**config.mk**
```make
export PLATFORM = sky130hd
export DESIGN_NAME = rmle_front_flat
export DESIGN_NICKNAME = d
export VERILOG_FILES = /design/src/rtl/rmle_pkg.sv /design/src/rtl/rmle_if.sv /design/src/rtl/rmle_front.sv /design/src/flat_wrapper.sv
export SDC_FILE = /design/constraint.sdc
export NUM_CORES = 1
export LEC_CHECK = 0
export BUFFER_PORTS_ARGS = -buffer_cell sky130_fd_sc_hd__clkbuf_2
export CAP_MARGIN = 20
export CORE_ASPECT_RATIO = 0.6
export CORE_MARGIN = 3
export CORE_UTILIZATION = 45
export DETAILED_ROUTE_END_ITERATION = 16
export PLACE_DENSITY = 0.82
export SETUP_SLACK_MARGIN = 0.3
export SYNTH_ARGS = -nofsm -noshare
export SYNTH_HDL_FRONTEND = slang
export SYNTH_SLANG_ARGS = --single-unit
```
**constraint.sdc**
```tcl
create_clock -name clk -period 1.95 [get_ports clk]
set_input_delay 0.195 -clock clk [delete_from_list [all_inputs] [get_ports clk]]
set_output_delay 0.195 -clock clk [all_outputs]
set_load 0.1 [all_outputs]
```
**src/rtl/rmle_pkg.sv**
```systemverilog
// Package for the remote monitor link engine.
// Holds item codes, command codes, phases and the decoded-item struct; no dependencies.
package rmle_pkg;

    localparam logic [1:0] FUNC_RX   = 2'd0;
    localparam logic [1:0] FUNC_PULL = 2'd1;
    localparam logic [1:0] FUNC_TICK = 2'd2;

    localparam logic [2:0] ST_PASS   = 3'd0;
    localparam logic [2:0] ST_ABSORB = 3'd1;
    localparam logic [2:0] ST_START  = 3'd2;
    localparam logic [2:0] ST_RESUME = 3'd3;
    localparam logic [2:0] ST_TXBYTE = 3'd4;
    localparam logic [2:0] ST_TXIDLE = 3'd5;
    localparam logic [2:0] ST_TICKOK = 3'd6;
    localparam logic [2:0] ST_TIMEOUT = 3'd7;

    localparam logic [7:0] CMD_CANCEL  = 8'h01;
    localparam logic [7:0] CMD_SLEEP   = 8'h02;
    localparam logic [7:0] CMD_OFFSET  = 8'h03;
    localparam logic [7:0] CMD_SEGMENT = 8'h04;
    localparam logic [7:0] CMD_LEN_LO  = 8'h05;
    localparam logic [7:0] CMD_BLK_WR  = 8'h06;
    localparam logic [7:0] CMD_BLK_RD  = 8'h07;
    localparam logic [7:0] CMD_LEN_HI  = 8'h08;
    localparam logic [7:0] CMD_RD_BYTE = 8'h0c;
    localparam logic [7:0] CMD_RD_WORD = 8'h0d;
    localparam logic [7:0] CMD_WR_BYTE = 8'h0e;
    localparam logic [7:0] CMD_WR_WORD = 8'h0f;
    localparam logic [7:0] CMD_DUMMY   = 8'h10;
    localparam logic [7:0] CMD_SUM     = 8'h16;
    localparam logic [7:0] HOT_BREAK   = 8'h14;
    localparam logic [7:0] BYTE_OPEN   = 8'h00;
    localparam logic [7:0] BYTE_RESUME = 8'h01;

    localparam logic [2:0] RX_IDLE = 3'd0;
    localparam logic [2:0] RX_CMD  = 3'd1;
    localparam logic [2:0] RX_PLO  = 3'd2;
    localparam logic [2:0] RX_PHI  = 3'd3;
    localparam logic [2:0] RX_BLK  = 3'd4;

    localparam logic [1:0] TX_IDLE = 2'd0;
    localparam logic [1:0] TX_LEAD = 2'd1;
    localparam logic [1:0] TX_DATA = 2'd2;

    localparam logic [1:0] CFG_SLEEP   = 2'd0;
    localparam logic [1:0] CFG_SEGMENT = 2'd1;
    localparam logic [1:0] CFG_TIMEOUT = 2'd2;

    typedef enum logic [3:0] {
        OP_RX   = 4'b0001,
        OP_PULL = 4'b0010,
        OP_TICK = 4'b0100,
        OP_NONE = 4'b1000
    } op_t;

    typedef struct packed {
        op_t        op;
        logic       channel;
        logic [7:0] rx_byte;
    } item_t;

    typedef struct packed {
        logic [2:0] status;
        logic [7:0] value;
    } result_t;

endpackage

```
**src/rtl/rmle_if.sv**
```systemverilog
// Valid/ready channel interfaces for the remote monitor link engine.
// Depends on nothing but plain logic types.
interface rmle_in_if;
    logic       valid;
    logic       ready;
    logic [1:0] func;
    logic       channel;
    logic [7:0] rx_byte;
    modport source (output valid, func, channel, rx_byte, input ready);
    modport sink (input valid, func, channel, rx_byte, output ready);
endinterface


```
**src/rtl/rmle_front.sv**
```systemverilog
// Front part: accepts input items, classifies them and queues them for the back part.
// Depends on rmle_pkg and rmle_in_if.
module rmle_front #(
    parameter int CHANNELS = 2
) (
    input  logic              clk,
    input  logic              rst_n,
    rmle_in_if.sink           in_ch,
    output rmle_pkg::item_t   q_item,
    output logic              q_valid,
    input  logic              q_pop
);
    localparam int DEPTH = 2;

    rmle_pkg::item_t fifo_reg [DEPTH];
    logic            wr_ptr_reg, rd_ptr_reg;
    logic [1:0]      count_reg;
    rmle_pkg::item_t cls;
    logic            push;

    always_comb
    begin
        case (in_ch.func)
            rmle_pkg::FUNC_RX:   cls.op = rmle_pkg::OP_RX;
            rmle_pkg::FUNC_PULL: cls.op = rmle_pkg::OP_PULL;
            rmle_pkg::FUNC_TICK: cls.op = rmle_pkg::OP_TICK;
            default:             cls.op = rmle_pkg::OP_NONE;
        endcase
        cls.channel = (CHANNELS > 1) ? in_ch.channel : 1'b0;
        cls.rx_byte = in_ch.rx_byte;
    end

    assign in_ch.ready = (count_reg != 2'd2);
    assign push        = in_ch.valid && in_ch.ready;
    assign q_valid     = (count_reg != 2'd0);
    assign q_item      = fifo_reg[rd_ptr_reg];

    always_ff @(posedge clk)
    begin
        if (push)
        begin
            fifo_reg[wr_ptr_reg] <= cls;
        end
    end

    always_ff @(posedge clk or negedge rst_n)
    begin
        if (!rst_n)
        begin
            wr_ptr_reg <= 1'b0;
            rd_ptr_reg <= 1'b0;
            count_reg  <= 2'd0;
        end
        else
        begin
            if (push)
            begin
                wr_ptr_reg <= ~wr_ptr_reg;
            end
            if (q_pop)
            begin
                rd_ptr_reg <= ~rd_ptr_reg;
            end
            count_reg <= count_reg + 2'(push) - 2'(q_pop);
        end
    end
endmodule

```
**src/flat_wrapper.sv**
```systemverilog
// flat-port wrapper written by rule: the top's interface ports become plain ports
module rmle_front_flat 
#(
    parameter int CHANNELS = 2
)
  (clk, rst_n, q_item, q_valid, q_pop, in_ch_valid, in_ch_func, in_ch_channel, in_ch_rx_byte, in_ch_ready);
  rmle_in_if in_ch_i ();
  input  logic clk;
  input  logic rst_n;
  output rmle_pkg::item_t q_item;
  output logic q_valid;
  input  logic q_pop;
  input wire logic [$bits(in_ch_i.valid)-1:0] in_ch_valid;
  input wire logic [$bits(in_ch_i.func)-1:0] in_ch_func;
  input wire logic [$bits(in_ch_i.channel)-1:0] in_ch_channel;
  input wire logic [$bits(in_ch_i.rx_byte)-1:0] in_ch_rx_byte;
  output wire logic [$bits(in_ch_i.ready)-1:0] in_ch_ready;
  assign in_ch_i.valid = in_ch_valid;
  assign in_ch_i.func = in_ch_func;
  assign in_ch_i.channel = in_ch_channel;
  assign in_ch_i.rx_byte = in_ch_rx_byte;
  assign in_ch_ready = in_ch_i.ready;
  rmle_front #(.CHANNELS(CHANNELS)) u_core (.clk(clk), .rst_n(rst_n), .in_ch(in_ch_i), .q_item(q_item), .q_valid(q_valid), .q_pop(q_pop));
endmodule
```
## After elaboration in Yosys (flattened, before gate mapping)

Memory sizes are Yosys's and may differ from the RTL's.
Cells that the tools add are included.

| operators by class | value |
|---|---|
| add/sub/neg operators | 2 |
| equal/unequal tests | 3 |
| muxes and demuxes | 3 |
| bitwise operators | 2 |
| reductions and logical operators | 3 |

Operators with widths:

| kind | number |
|---|---|
| case mux 4 bit (3 select lines) | 1 |
| adder 2 x 1 -> 2 bit | 1 |
| == test 2 x 1 -> 1 bit (second input constant) | 1 |
| == test 2 bit (second input constant) | 1 |
| logical NOT 2 bit | 1 |
| two-way mux 1 bit | 2 |
| inequality test 2 bit (second input constant) | 1 |
| NOT 1 bit | 2 |
| nonzero test 2 bit | 1 |
| subtractor 2 x 1 -> 2 bit | 1 |
| logical AND 1 bit | 1 |

| storage, ports and cells | value |
|---|---|
| register bits after elaboration | 4 |
| RAM bits | 26 |
| input bits | 15 |
| output and inout bits | 15 |
| logic and storage cells | 17 |
| memories | 1 |

Memories:

| memory | words | width | rd ports | clocked after memory_dff | write ports | line | RTL |
|---|---|---|---|---|---|---|---|
| u_core.fifo_reg | 2 | 13 | 1 | 0 | 1 | rmle_front.sv:15 | `rmle_pkg::item_t fifo_reg [DEPTH];` |

## Logic depth before layout (Yosys ltp)

| depth | value |
|---|---|
| depth in word-level cells | 4 |
| gate-level depth with buffers | 5 |
| depth with buffers taken out | 5 |

## Worst setup path after synthesis

Ideal clock, no wire load.

| path | value |
|---|---|
| kind | reg2reg |
| start | register u_core.count_reg[0] |
| end | memory u_core.fifo_reg[0][0] in the netlist's numbering (enable) |
| library setup time | 0.382 ns |
| data arrival time | 2.041 ns |
| required time | 1.568 ns |
| slack | -0.473 ns |
| cell stages (with the launch flop) | 4 |
| buffers on the path | 0 |
| clock period less this slack | 2.423 ns |
| cells stage by stage | dfrtp_1 > nand2b_1 > nand2_1 > nor2_1 |

| on the way | value |
|---|---|
| longest elaborated chain between the ends | 4 |

RTL lines:

| item | line | RTL |
|---|---|---|
| from (decl) | rmle_front.sv:17 | `logic [1:0] count_reg;` |
| from (signal assigned) | rmle_front.sv:64 | `count_reg <= count_reg + 2'(push) - 2'(q_pop);` |
| inequality test 2 bit | rmle_front.sv:33 | `assign in_ch.ready = (count_reg != 2'd2);` |
| via in_ch_ready | flat_wrapper.sv:17 | `output wire logic [$bits(in_ch_i.ready)-1:0] in_ch_ready;` |
| logical AND 1 bit | rmle_front.sv:34 | `assign push = in_ch.valid && in_ch.ready;` |
| two-way mux 1 bit | rmle_front.sv:40 | `if (push)` |
| two-way mux 1 bit (implied by the code) | rmle_front.sv:42 | `fifo_reg[wr_ptr_reg] <= cls;` |
| to (decl) | rmle_front.sv:15 |  |

The timed path passes the listed nets, and every way through them passes these cells.

==> impl_metrics.json <==
{
  "drive_gt1_share_pct": 55.3,
  "clk_latency_ns": 0.27,
  "cts_made_buffers": 5,
  "grt_max_degree": 14,
  "crit_path_max_fanout": 4,
  "largest_register_ff_count": 26,
  "die_height_um": 45.3,
  "die_w_um": 71.5,
  "routed_via_density": 4.86,
  "cp_slowest_cell": "dfrtp_2",
  "required_ns": 1.75,
  "period_minus_slack_ns": 1.60,
  "cp.arrival_ns": 1.41,
  "tns_ns": 0,
  "drv_cap": 0,
  "slew-limit-headroom_pct": 63.7,
  "ys_seq_area_share_pct": 76.0,
  "post_cts_buffers": 0,
  "fp.dieArea_um2": 3240,
  "coreArea_um2": 2290,
  "antenna_found_initial": 0,
  "clkTransAtPathRegs_ns": 0.06,
  "nNetsFinal": 118,
  "hold_viol": 0,
  "grt_overflow": 0,
  "avgRoutedWirePerCell_um": 15.4,
  "skew_ns": 0.00289,
  "ys_seq_elements": 30,
  "htreeDepth": 2,
  "num_rows": 13,
  "ant_nets": 0,
  "insertedDiodeCount": 0,
  "synth_nets": 78,
  "cp.depth": 2,
  "critPathKind": "flop to output pin",
  "hp-class": "input port to flop",
  "drtIter0Drc": 50,
  "final-setup-viol-count": 0,
  "wl_um": 2040,
  "r2r_cells": 4,
  "cts-root-buf": "clkbuf_8",
  "grt_pass1_vias": 699,
  "pin_count": 30,
  "gp_congestion": 0.831,
  "syn_area_um2": 1160,
  "fin_crit_sh_pct": 82.3,
  "cp_slowest_stage_delay_ns": 0.42,
  "worstHoldPathCells": 1,
  "cts_tree": "done",
  "dr_total_vias": 646,
  "drt-pass1-iter-count": 4,
  "outcome": "completed",
  "yosysWarnings": 0,
  "yosysUniqueCellTypes": 16,
  "start_util_pct": 50.5,
  "hpwl_um": 1450,
  "postSynthCellCount": 62,
  "grt_pass1_wl_um": 3310,
  "clock-sinks": 30,
  "cts_buffer_depth": 2,
  "grt.total_usage_pct": 14.9,
  "fmax_mhz": 623,
  "worstMarginPinSlew_ns": 0.547,
  "slew_viol_final": 0,
  "avgSynthCellArea_um2": 18.7,
  "crit_path_cell_trace": "mux2_2 -> clkbuf_2",
  "portBuffers": 29,
  "cp-start-kind": "flop",
  "crit_path_end_kind": "output pin",
  "rsz0062_at_grt": "false",
  "critPathBufInv": 1,
  "crit_family": "flip-flops",
  "area_growth_pct": 38.1,
  "route.detailed.drc": 0
}
==> layout by cell type (no fill, tap or decap), drive strengths merged <==
| cell | Yosys | routed |
|---|---|---|
| nand2 | 2 | 2 |
| inv | 1 | 1 |
| nand2b | 1 | 1 |
| or2 | 1 | 1 |
| and3 | 1 | 1 |
| clkinv | 0 | 1 |
| buf | 1 | 8 |
| nor2 | 2 | 2 |
| xor2 | 2 | 2 |
| xnor2 | 2 | 2 |
| dlygate4sd3 | 0 | 1 |
| mux2 | 13 | 13 |
| clkbuf | 0 | 32 |
| nor2b | 3 | 3 |
| edfxtp | 26 | 26 |
| and2 | 1 | 1 |
| mux2i | 1 | 1 |
| ha | 1 | 1 |
| dfrtp | 4 | 4 |
==> metal layers <==
layer | vias to the layer above | part of all wire, % | global-route usage, %
met5 | - | 0 | 0
met4 | 0 | 2.9 | 12.0
li1 | 308 | - | -
met2 | 28 | 47 | 22.8
met1 | 304 | 44 | 17.0
met3 | 6 | 6.3 | 5.78
==> path summary, 6_finish.rpt <==
path                                                     from                               end  slack [ns]
worst max-delay path            u_core.rd_ptr_reg$_DFFE_PN0P_                         q_item[4]        0.35
worst min-delay path                         in_ch_rx_byte[4]   u_core.fifo_reg[1][4]$_DFFE_PP_        0.11
worst max register to register  u_core.count_reg[0]$_DFF_PN0_  u_core.fifo_reg[0][12]$_DFFE_PP_        0.46
worst min register to register  u_core.wr_ptr_reg$_DFFE_PN0P_     u_core.wr_ptr_reg$_DFFE_PN0P_        0.53
max in group asynchronous                               rst_n     u_core.rd_ptr_reg$_DFFE_PN0P_        1.54
min in group asynchronous                               rst_n     u_core.count_reg[0]$_DFF_PN0_        0.27
==> synth_stat cells <==
cell type / n / area, µm²
and2_1: 1 / 6.26
or2_2: 1 / 6.26
and3_1: 1 / 6.26
dfrtp_1: 4 / 100
nor2b_1: 3 / 18.8
xnor2_1: 2 / 17.5
mux2i_1: 1 / 10.0
nand2b_1: 1 / 6.26
inv_1: 1 / 3.75
nand2_1: 2 / 7.51
buf_6: 1 / 11.3
xor2_1: 2 / 17.5
ha_1: 1 / 12.5
edfxtp_1: 26 / 781
nor2_1: 2 / 7.51
mux2_2: 13 / 146
==> cell type report <==
type / instances / area [µm²]
clock inverter: 1 / 5.00
clock buffer: 7 / 86.3
fill: 156 / 693
tap: 30 / 37.5
multi-input combinational: 30 / 273
timing repair buffer: 34 / 313
inverter: 1 / 3.75
sequential: 30 / 882
==> per-stage QoR <==
step | instances | area, µm² | worst slack [ns] | util, % | hold slack [ns]
final | 133 | 1600 | 0.346 | 69.8 | 0.112
after global routing | 133 | 1600 | 0.299 | 69.8 | 0.0955
after CTS | 132 | 1560 | 0.308 | 68.2 | 0.101
after detailed placement | 123 | 1360 | 0.432 | 59.4 | 0.00870
after global placement | 123 | 1360 | 0.444 | 59.4 | 0.00745
after floorplan | 62 | 1170 | 0.328 | - | -0.101
==> kinds of logic after synthesis <==
| logic type | share of synthesized area [%] |
|---|---|
| flip-flops | 76.0 |
| multiplexers | 13.5 |
| XOR/XNOR | 3.02 |
| AND/OR/NAND/NOR | 5.08 |
| adder cells (fa/ha/maj) | 1.08 |
| buffers and inverters | 1.30 |
==> what timing repair did <==
item	CTS	global route
hold buffers	1	0
endpoints found under the hold margin	4	0
gates resized for setup	23	7
cloned	0	1
pin swaps	0	0
endpoints found under the setup margin	11	11
Power is left out: the tool's default activity adds up to more than one toggle a clock period on the data nets, which glitch-free logic cannot reach.
